**src/design/jse_pkg.sv**
```systemverilog
// Shared constants and helpers for the JS string escaper.
// Character codes used by the escape logic and a nibble-to-hex function.
// No dependencies.
package jse_pkg;

    localparam int unsigned MaxRun = 8;

    localparam logic [7:0] CH_BSLASH  = 8'h5C;
    localparam logic [7:0] CH_DQUOTE  = 8'h22;
    localparam logic [7:0] CH_BS      = 8'h08;
    localparam logic [7:0] CH_FF      = 8'h0C;
    localparam logic [7:0] CH_LF      = 8'h0A;
    localparam logic [7:0] CH_CR      = 8'h0D;
    localparam logic [7:0] CH_TAB     = 8'h09;
    localparam logic [7:0] CH_SPACE   = 8'h20;
    localparam logic [7:0] CH_LOWER_B = 8'h62;
    localparam logic [7:0] CH_LOWER_F = 8'h66;
    localparam logic [7:0] CH_LOWER_N = 8'h6E;
    localparam logic [7:0] CH_LOWER_R = 8'h72;
    localparam logic [7:0] CH_LOWER_T = 8'h74;
    localparam logic [7:0] CH_LOWER_U = 8'h75;
    localparam logic [7:0] CH_ZERO    = 8'h30;
    localparam logic [7:0] CH_TWO     = 8'h32;
    localparam logic [7:0] CH_EIGHT   = 8'h38;
    localparam logic [7:0] CH_NINE    = 8'h39;
    localparam logic [7:0] CH_UPPER_A = 8'h41;

    // UTF-8 lead and continuation bytes of U+2028 / U+2029
    localparam logic [7:0] UTF_LEAD   = 8'hE2;
    localparam logic [7:0] UTF_MID    = 8'h80;
    localparam logic [7:0] UTF_LS     = 8'hA8;
    localparam logic [7:0] UTF_PS     = 8'hA9;

    typedef logic [7:0] byte_t;

    function automatic byte_t hex_digit(input logic [3:0] v);
        byte_t d;
        if (v < 4'd10)
        begin
            d = CH_ZERO + {4'd0, v};
        end
        else
        begin
            d = CH_UPPER_A + {4'd0, v - 4'd10};
        end
        return d;
    endfunction

endpackage

```
**src/design/js_string_escaper.sv**
```systemverilog
// JS string escaper: accepts one raw byte per beat, emits 0 to 8 escaped bytes.
// Latency: results of a byte are registered and appear in the cycle after it is accepted.
// Throughput: one input beat per cycle while each byte expands to a single
// output byte and out_stall is low; a byte that emits more bytes stalls input
// until its run drains through the one-byte-per-cycle output run buffer.
// Reset (rst_n, async, active low): no held prefix, run buffer empty.
module js_string_escaper
    import jse_pkg::*;
(
    input  logic       clk,
    input  logic       rst_n,

    input  logic       in_valid,
    output logic       in_stall,
    input  logic [7:0] in_byte,
    input  logic       in_last,

    output logic       out_valid,
    input  logic       out_stall,
    output logic [7:0] out_byte,
    output logic       run_last,
    output logic       string_last
);

    typedef enum logic [1:0]
    {
        HELD_NONE  = 2'd0,
        HELD_E2    = 2'd1,
        HELD_E2_80 = 2'd2
    } held_t;

    held_t       held_reg, held_next;
    logic        run_valid_reg, run_valid_next;
    logic [2:0]  idx_reg, idx_next;
    logic [2:0]  last_idx_reg;
    logic        str_last_reg;
    byte_t       run_byte_reg [MaxRun];

    logic        out_take, run_done, in_take;

    byte_t       plain_b [6];
    logic [2:0]  plain_n;
    byte_t       tail_b  [MaxRun];
    logic [2:0]  tail_n;
    logic [1:0]  pre_n;
    logic        fresh;
    byte_t       exp_b   [MaxRun];
    logic [3:0]  exp_n;
    held_t       held_new;

    // Output side: the run buffer drives the port directly
    assign out_valid   = run_valid_reg;
    assign out_byte    = run_byte_reg[idx_reg];
    assign run_last    = (idx_reg == last_idx_reg);
    assign string_last = run_last && str_last_reg;

    assign out_take = run_valid_reg && !out_stall;
    assign run_done = out_take && run_last;
    assign in_stall = run_valid_reg && !run_done;
    assign in_take  = in_valid && !in_stall;

    // Escape of one byte on its own
    always_comb
    begin
        for (int i = 0; i < 6; i++)
        begin
            plain_b[i] = '0;
        end
        plain_n    = 3'd2;
        plain_b[0] = CH_BSLASH;
        priority if (in_byte == CH_BSLASH)
        begin
            plain_b[1] = CH_BSLASH;
        end
        else if (in_byte == CH_DQUOTE)
        begin
            plain_b[1] = CH_DQUOTE;
        end
        else if (in_byte == CH_BS)
        begin
            plain_b[1] = CH_LOWER_B;
        end
        else if (in_byte == CH_FF)
        begin
            plain_b[1] = CH_LOWER_F;
        end
        else if (in_byte == CH_LF)
        begin
            plain_b[1] = CH_LOWER_N;
        end
        else if (in_byte == CH_CR)
        begin
            plain_b[1] = CH_LOWER_R;
        end
        else if (in_byte == CH_TAB)
        begin
            plain_b[1] = CH_LOWER_T;
        end
        else if (in_byte < CH_SPACE)
        begin
            plain_n    = 3'd6;
            plain_b[1] = CH_LOWER_U;
            plain_b[2] = CH_ZERO;
            plain_b[3] = CH_ZERO;
            plain_b[4] = hex_digit(in_byte[7:4]);
            plain_b[5] = hex_digit(in_byte[3:0]);
        end
        else
        begin
            plain_n    = 3'd1;
            plain_b[0] = in_byte;
        end
    end

    // Prefix handling and assembly of the whole run
    always_comb
    begin
        pre_n    = 2'd0;
        fresh    = 1'b1;
        held_new = HELD_NONE;
        for (int i = 0; i < MaxRun; i++)
        begin
            tail_b[i] = '0;
        end
        tail_n = 3'd0;

        unique case (held_reg)
            HELD_E2:
            begin
                if (in_byte == UTF_MID && !in_last)
                begin
                    fresh    = 1'b0;
                    held_new = HELD_E2_80;
                end
                else
                begin
                    pre_n = 2'd1;
                end
            end
            HELD_E2_80:
            begin
                if (in_byte == UTF_LS || in_byte == UTF_PS)
                begin
                    fresh     = 1'b0;
                    tail_n    = 3'd6;
                    tail_b[0] = CH_BSLASH;
                    tail_b[1] = CH_LOWER_U;
                    tail_b[2] = CH_TWO;
                    tail_b[3] = CH_ZERO;
                    tail_b[4] = CH_TWO;
                    tail_b[5] = (in_byte == UTF_LS) ? CH_EIGHT : CH_NINE;
                end
                else
                begin
                    pre_n = 2'd2;
                end
            end
            default:
            begin
                pre_n = 2'd0;
            end
        endcase

        if (fresh)
        begin
            if (in_byte == UTF_LEAD && !in_last)
            begin
                held_new = HELD_E2;
            end
            else
            begin
                tail_n = plain_n;
                for (int i = 0; i < 6; i++)
                begin
                    tail_b[i] = plain_b[i];
                end
            end
        end

        // Shift the tail behind the flushed prefix bytes
        for (int i = 0; i < MaxRun; i++)
        begin
            exp_b[i] = tail_b[i];
        end
        if (pre_n == 2'd1)
        begin
            exp_b[0] = UTF_LEAD;
            for (int i = 1; i < MaxRun; i++)
            begin
                exp_b[i] = tail_b[i-1];
            end
        end
        else if (pre_n == 2'd2)
        begin
            exp_b[0] = UTF_LEAD;
            exp_b[1] = UTF_MID;
            for (int i = 2; i < MaxRun; i++)
            begin
                exp_b[i] = tail_b[i-2];
            end
        end
        exp_n = {2'd0, pre_n} + {1'b0, tail_n};
    end

    // Control next state
    always_comb
    begin
        held_next      = held_reg;
        run_valid_next = run_valid_reg;
        idx_next       = idx_reg;
        if (in_take)
        begin
            held_next      = held_new;
            run_valid_next = (exp_n != 4'd0);
            idx_next       = 3'd0;
        end
        else if (out_take)
        begin
            if (run_last)
            begin
                run_valid_next = 1'b0;
            end
            else
            begin
                idx_next = idx_reg + 3'd1;
            end
        end
    end

    always_ff @(posedge clk or negedge rst_n)
    begin
        if (!rst_n)
        begin
            held_reg      <= HELD_NONE;
            run_valid_reg <= 1'b0;
            idx_reg       <= 3'd0;
        end
        else
        begin
            held_reg      <= held_next;
            run_valid_reg <= run_valid_next;
            idx_reg       <= idx_next;
        end
    end

    // Load the run payload on every accepted beat
    always_ff @(posedge clk)
    begin
        if (in_take)
        begin
            for (int i = 0; i < MaxRun; i++)
            begin
                run_byte_reg[i] <= exp_b[i];
            end
            last_idx_reg <= 3'(exp_n - 4'd1);
            str_last_reg <= in_last;
        end
    end

    // A final byte always leaves the prefix empty and produces output
    a_last_clears_held: assert property (@(posedge clk) disable iff (!rst_n)
        in_take && in_last |=> held_reg == HELD_NONE)
        else $error("held prefix survives end of string");

    a_last_emits: assert property (@(posedge clk) disable iff (!rst_n)
        in_take && in_last |=> out_valid && str_last_reg)
        else $error("final byte produced no output run");

    a_idx_in_run: assert property (@(posedge clk) disable iff (!rst_n)
        out_valid |-> idx_reg <= last_idx_reg)
        else $error("run index beyond end of run");

    a_plain_emits: assert property (@(posedge clk) disable iff (!rst_n)
        in_take && held_reg == HELD_NONE && in_byte != UTF_LEAD |=> out_valid)
        else $error("plain byte produced no output");

endmodule
```
**config.mk**
```make
export PLATFORM = sky130hd
export DESIGN_NAME = js_string_escaper
export DESIGN_NICKNAME = d
export VERILOG_FILES = /design/src/design/jse_pkg.sv /design/src/design/js_string_escaper.sv
export SDC_FILE = /design/constraint.sdc
export NUM_CORES = 1
export LEC_CHECK = 0
export BUFFER_PORTS_ARGS = -buffer_cell sky130_fd_sc_hd__clkbuf_2
export CAP_MARGIN = 20
export CELL_PAD_IN_SITES_DETAIL_PLACEMENT = 0
export CELL_PAD_IN_SITES_GLOBAL_PLACEMENT = 2
export CORE_MARGIN = 8
export CORE_UTILIZATION = 45
export DETAILED_ROUTE_END_ITERATION = 10
export PLACE_DENSITY = 0.93
export SLEW_MARGIN = 40
export SYNTH_ARGS = -nofsm -noshare
export SYNTH_HDL_FRONTEND = slang
export SYNTH_SLANG_ARGS = --single-unit
```
**constraint.sdc**
```tcl
create_clock -name clk -period 5.94 [get_ports clk]
set_clock_uncertainty 0.2 [all_clocks]
set_input_delay 0.297 -clock clk [delete_from_list [all_inputs] [get_ports clk]]
set_output_delay 0.297 -clock clk [all_outputs]
set_load 0.01 [all_outputs]
```
# [After elaboration in Yosys (flattened, before gate mapping)]
# Memories as Yosys holds them, arrays and structs flattened.
# Cells that the tools add are included.
[classes] add_sub_neg=9 magnitude_cmp=3 n_eq_ne=17 n_mux=62 n_reduce_logical=17
[op_table] cell="32-bit 2-to-1 mux" n=7
[op_table] cell="64-bit 2-to-1 mux" n=2
[op_table] cell="48-bit 2-to-1 mux" n=2
[op_table] cell="47-bit 2-to-1 mux" n=2
[op_table] cell="8-bit 2-to-1 mux" n=10
[op_table] cell="7-bit 2-to-1 mux" n=7
[op_table] cell="3-bit 2-to-1 mux" n=15
[op_table] cell="8-bit by 4-bit == test with 1-bit output, second input constant" n=5
[op_table] cell="39-bit 2-to-1 mux" n=1
[op_table] cell="8-bit == test, second input constant" n=4
[op_table] cell="7-bit by 4-bit adder with 8-bit output, first input constant" n=2
[op_table] cell="6-bit by 4-bit adder with 7-bit output, first input constant" n=2
[op_table] cell="2-bit 2-to-1 mux" n=5
[op_table] cell="1-bit 2-to-1 mux" n=9
[op_table] cell="8-bit by 6-bit == test with 1-bit output, second input constant" n=1
[op_table] cell="8-bit by 7-bit == test with 1-bit output, second input constant" n=1
[op_table] cell="4-bit less-than comparator, second input constant" n=2
[op_table] cell="8-bit by 6-bit less-than comparator with 1-bit output, second input constant" n=1
[op_table] cell="4-bit subtractor, second input constant" n=2
[op_table] cell="1-bit logical AND" n=7
[op_table] cell="2-bit by 3-bit adder with 4-bit output" n=1
[op_table] cell="2-bit by 1-bit == test with 1-bit output, second input constant" n=2
[op_table] cell="2-bit == test, second input constant" n=2
[op_table] cell="1-bit zero test" n=4
[op_table] cell="other kinds (10)" n=12
[totals] register_bits=10 ram_bits=64 inputBits=13 output_inout_bits=12 wordCells=114 memories=1
[mem_list] name="run_byte_reg" depth=8 width=8 read_ports=1 rd_clocked_by_memory_dff=0 write_ports=8 line="js_string_escaper.sv:37" source="byte_t run_byte_reg [MaxRun];"

# [Longest topological paths before layout]
[logic_depth] depth_word=15 depth_mapped=16

# [Least setup slack after synthesis]
# OpenSTA, ideal clock, no wires.
[synth_timing] kind="register -> register" from="register held_reg[0]" to="register last_idx_reg[2] (data pin)" arrival_time_ns=3.064 t_required_ns=5.482 path_slack_ns=2.418 stages_incl_launch_ff=14 path_buffers=1 path_cell_list="dfrtp_1 -> inv_1 -> ha_1 -> or4_4 -> o22a_1 -> buf_6 -> o211ai_4 -> nor2_2 -> ha_1 -> fa_1 -> inv_1 -> ha_1 -> xnor2_1 -> xnor2_1"
[synth_via] elab_chain_len=6 elab_cells_between_ends=9 cone_classes="2 x add/sub; 2 x eq/ne; 5 x mux"
[synth_rtl] element="start, declared" line="js_string_escaper.sv:32" source="held_t held_reg, held_next;"
[synth_rtl] element="start signal, assigned" line="js_string_escaper.sv:240" source="held_reg <= held_next;"
[synth_rtl] element="2-bit == test" line="js_string_escaper.sv:127" source="unique case (held_reg)"
[synth_rtl] element="3-bit 2-to-1 mux" line="js_string_escaper.sv:127"
[synth_rtl] element="3-bit 2-to-1 mux" line="js_string_escaper.sv:166" source="if (in_byte == UTF_LEAD && !in_last)"
[synth_rtl] element="3-bit 2-to-1 mux" line="js_string_escaper.sv:164" source="if (fresh)"
[synth_rtl] element="2-bit by 3-bit adder with 4-bit output (*)" line="js_string_escaper.sv:202" source="exp_n = {2'd0, pre_n} + {1'b0, tail_n};"
[synth_rtl] element="3-bit by 1-bit subtractor with 3-bit output (*)" line="js_string_escaper.sv:255" source="last_idx_reg <= 3'(exp_n - 4'd1);"
[synth_rtl] element="end signal, assigned" line="js_string_escaper.sv:255"
[synth_rtl] element="end, declared" line="js_string_escaper.sv:35" source="logic [2:0] last_idx_reg;"
# Mark *: on every way between the ends. The rest lies on a longest branch, timed or not.
# A chain may end at the register's enable or synchronous reset.

# [Worst setup path after layout]
# Same ends and word-level chain as after synthesis.

==> results.sh <==
export IMPL_critPathMaxFanout=12
export IMPL_fmax_mhz=247.7
export IMPL_wl_per_cell_um=19.62
export IMPL_syn_area_per_cell_um2=11.72
export IMPL_synth_area_mm2=0.004185
export IMPL_hold_start="in_last"
export IMPL_hold_viol=0
export IMPL_worstRegToRegCells=12
export IMPL_worstMarginPinSlew_ns=0.8080
export IMPL_place_gp_congestion=0.9345
export IMPL_reg2reg_to="last_idx_reg[2]"
export IMPL_insertion_delay_ns=0.35
export IMPL_clkTransAtPathRegs_ns=0.08
export IMPL_r2r_setup_slack_ns=1.90
export IMPL_diodes=0
export IMPL_p_per_area_mw_per_mm2=365.7
export IMPL_grt_max_degree=46
export IMPL_dr_pass1_iters=6
export IMPL_cts_tree="done"
export IMPL_p_sw_uw=537.4
export IMPL_layout_cells_non_filler=494
export IMPL_port_buffers=24
export IMPL_grt_pass1_vias=2928
export IMPL_ys_types=64
export IMPL_p_comb_share_pct=33.7
export IMPL_timing_final_max_slew_violations=0
export IMPL_worstPathArrival_ns=3.94
export IMPL_nets=409
export IMPL_cts_root_buf="clkbuf_8"
export IMPL_rsz0062_at_grt="no"
export IMPL_clk_path_buf_depth=2
export IMPL_clock_sinks=69
export IMPL_final_setup_worst_slack_ns=1.903
export IMPL_core_area_mm2=0.009153
export IMPL_postRouteAntennaNets=0
export IMPL_start_util_pct=45.73
export IMPL_place_area_mm2=0.004373
export IMPL_r2r_start="held_reg[0]"
export IMPL_die_y_um=112.4
export IMPL_syn2layout_area_growth_pct=9.806
export IMPL_htree_levels=3
export IMPL_min_delay_path_class="input pin to flop"
export IMPL_swShare_pct=31.97
export IMPL_drt_iter0_drc=262
export IMPL_cp_end_kind="flop"
export IMPL_required_ns=5.85
export IMPL_fin_area_mm2=0.004596
export IMPL_ys_warn_count=0
export IMPL_worst_hold_path_endpoint="str_last_reg"
export IMPL_hold_depth=1
export IMPL_largest_reg_flops=59
export IMPL_cts_resized=0
export IMPL_intPower_mw=1.143
export IMPL_outcome="finished, final reports clean"
export IMPL_power_leakage_nw=1.701
export IMPL_post_route_min_period_ns=4.037
export IMPL_p_total_mw=1.681
export IMPL_ys_async_sr_fraction_pct=8.696
export IMPL_synth_cells=357
export IMPL_grtUsageTotal_pct=15.93
export IMPL_start_kind="flop"
export IMPL_clkPwrFrac_pct=24.1
export IMPL_die_area_mm2=0.01264
export IMPL_tns_ns=0
export IMPL_seq_area_frac_synth_pct=48.79
export IMPL_dp_slack_ns=1.765
export IMPL_slew_limit_headroom_pct=46.02
export IMPL_power_frac_seq_pct=42.2
export IMPL_grt_pass1_wl_mm=15.79
export IMPL_drc=0
export IMPL_grt_overflow_total=0
export IMPL_antenna_found_initial=0
export IMPL_synth_edff_count=63
export IMPL_fin_crit_sh_pct=67.97
export IMPL_ys_seq_elements=69
export IMPL_wirelength_mm=9.694
export IMPL_cts_buffers=9
export IMPL_vdd_drop_max_v=0.0001177
export IMPL_startpoint="held_reg[0]"
export IMPL_post_drt_via_cell_ratio=6.002
export IMPL_vias=2965
export IMPL_ios=25
export IMPL_synth_ff_type="edfxtp_1"
export IMPL_critPathKind="flop to flop"
export IMPL_dp_hpwl_mm=7.141
export IMPL_die_w_um=112.4
export IMPL_placed_cells=477
export IMPL_drive_gt1_share_pct=21.15
export IMPL_rows=35
export IMPL_setup_viol=0
export IMPL_maxCapViolations=0
## cell type report
cell class                 instances  area [µm²]
tap                              111       138.9
fill                             822        4557
sequential                        69        2043
clock buffer                       9       123.9
timing repair buffer              31       175.2
clock inverter                     7       88.84
inverter                          22       85.08
multi-input combinational        245        1941
## through the flow
stage / hold slack (ns) / util, %
3_5_place_dp: -0.05338 / 47.78
5_1_grt: 0.01246 / 50.21
6_report: 0.004459 / 50.21
2_1_floorplan: -0.1986 / -
4_1_cts: 0.002796 / 50.21
3_3_place_gp: -0.05698 / 47.74
## power groups by stage
stage | Clock [mW] | Combinational [mW] | Sequential, mW
floorplan | 0 | 0.439 | 0.685
global placement | 0 | 0.565 | 0.717
detailed placement | 0 | 0.570 | 0.722
CTS | 0.410 | 0.572 | 0.712
global route | 0.427 | 0.627 | 0.720
finish | 0.405 | 0.566 | 0.710
## critical path, cell delays in order, from the launching register on
cell and delay (ns):
dfrtp_1 0.37, inv_1 0.05, ha_1 0.33, or4_4 0.55, o22ai_1 0.24, a21oi_1 0.18, nor2_1 0.62, nor2_1 0.17
fa_1 0.54, inv_1 0.04, ha_1 0.22, xnor2_1 0.14, xnor2_1 0.12
## worst max path at each step
stage,endpoint,slack (ns),cells past startpoint
6_report,last_idx_reg[2],1.90,12
5_1_grt,out_valid,1.64,13
4_1_cts,last_idx_reg[2],1.93,12
3_5_place_dp,last_idx_reg[2],1.77,14
3_3_place_gp,last_idx_reg[2],1.88,14
2_1_floorplan,last_idx_reg[2],2.42,13
## cell families after synthesis
logic type / after synthesis / synth area share, %
and+or+nand+nor: 104 / 13.36
AOI/OAI and AO/OA: 85 / 14.59
DFF: 69 / 48.79
buffers and inverters: 45 / 5.022
muxes: 27 / 10.91
adders and majority gates: 18 / 5.560
xor gates and xnor gates: 8 / 1.674
other: 1 / 0.08960
## cells in the mapped netlist, types with 3 or more instances
cell,n,area share (%)
mux4_2,14,7.5
clkbuf_1,12,1.1
buf_2,3,0.36
edfxtp_1,63,45
mux2_2,9,2.4
nand2_1,15,1.3
nand3_1,5,0.60
a21oi_1,20,2.4
o32ai_1,3,0.63
and2_1,10,1.5
buf_6,4,1.1
and3_1,4,0.60
a22o_1,6,1.3
a32o_1,4,0.96
ha_1,17,5.1
dfrtp_1,6,3.6
inv_1,20,1.8
nand4_1,6,0.90
o21ai_0,17,2.0
a41oi_1,3,0.63
nor3_1,16,1.9
xnor2_1,4,0.84
mux2i_1,4,0.96
nor2b_1,4,0.60
nor2_1,24,2.2
a211oi_1,3,0.54
o31ai_1,7,1.3
or3_1,3,0.45
xor2_1,4,0.84
## per-layer routing
| metal | track usage [%] | vias up | wire (µm) |
|---|---|---|---|
| met4 | 7.284 | 0 | 235 |
| li1 | - | 1409 | - |
| met1 | 20.45 | 1410 | 4331 |
| met2 | 25.33 | 127 | 4537 |
| met3 | 3.328 | 19 | 589 |
| met5 | 0 | - | 0 |
## layout by cell type (no fill, tap or decap), types with 3 or more instances in the layout
master / synthesis / final
nor2b_1: 4 / 4
nand3_1: 5 / 5
ha_1: 17 / 17
and2_1: 10 / 10
and3_1: 4 / 4
nor2_1: 24 / 24
a41oi_1: 3 / 3
o31ai_1: 7 / 7
a21oi_1: 20 / 20
xnor2_1: 4 / 4
xor2_1: 4 / 4
buf_4: 2 / 6
mux4_2: 14 / 14
mux2_2: 9 / 9
inv_1: 20 / 19
o21ai_0: 17 / 17
a22o_1: 6 / 6
clkbuf_2: 0 / 24
clkbuf_8: 0 / 9
dfrtp_1: 6 / 5
edfxtp_1: 63 / 63
a32o_1: 4 / 4
nand2_1: 15 / 15
nor3_1: 16 / 16
mux2i_1: 4 / 4
o32ai_1: 3 / 3
or3_1: 3 / 3
conb_1: 1 / 3
a211oi_1: 3 / 3
nand4_1: 6 / 6
## repair_timing
item | 4_1_cts | 5_1_grt
setup endpoints to repair | 0 | 0
buffers inserted | 0 | 0
hold buffers | 1 | 0
hold endpoints to repair | 6 | 0
Power figures use the tool's default switching activity.
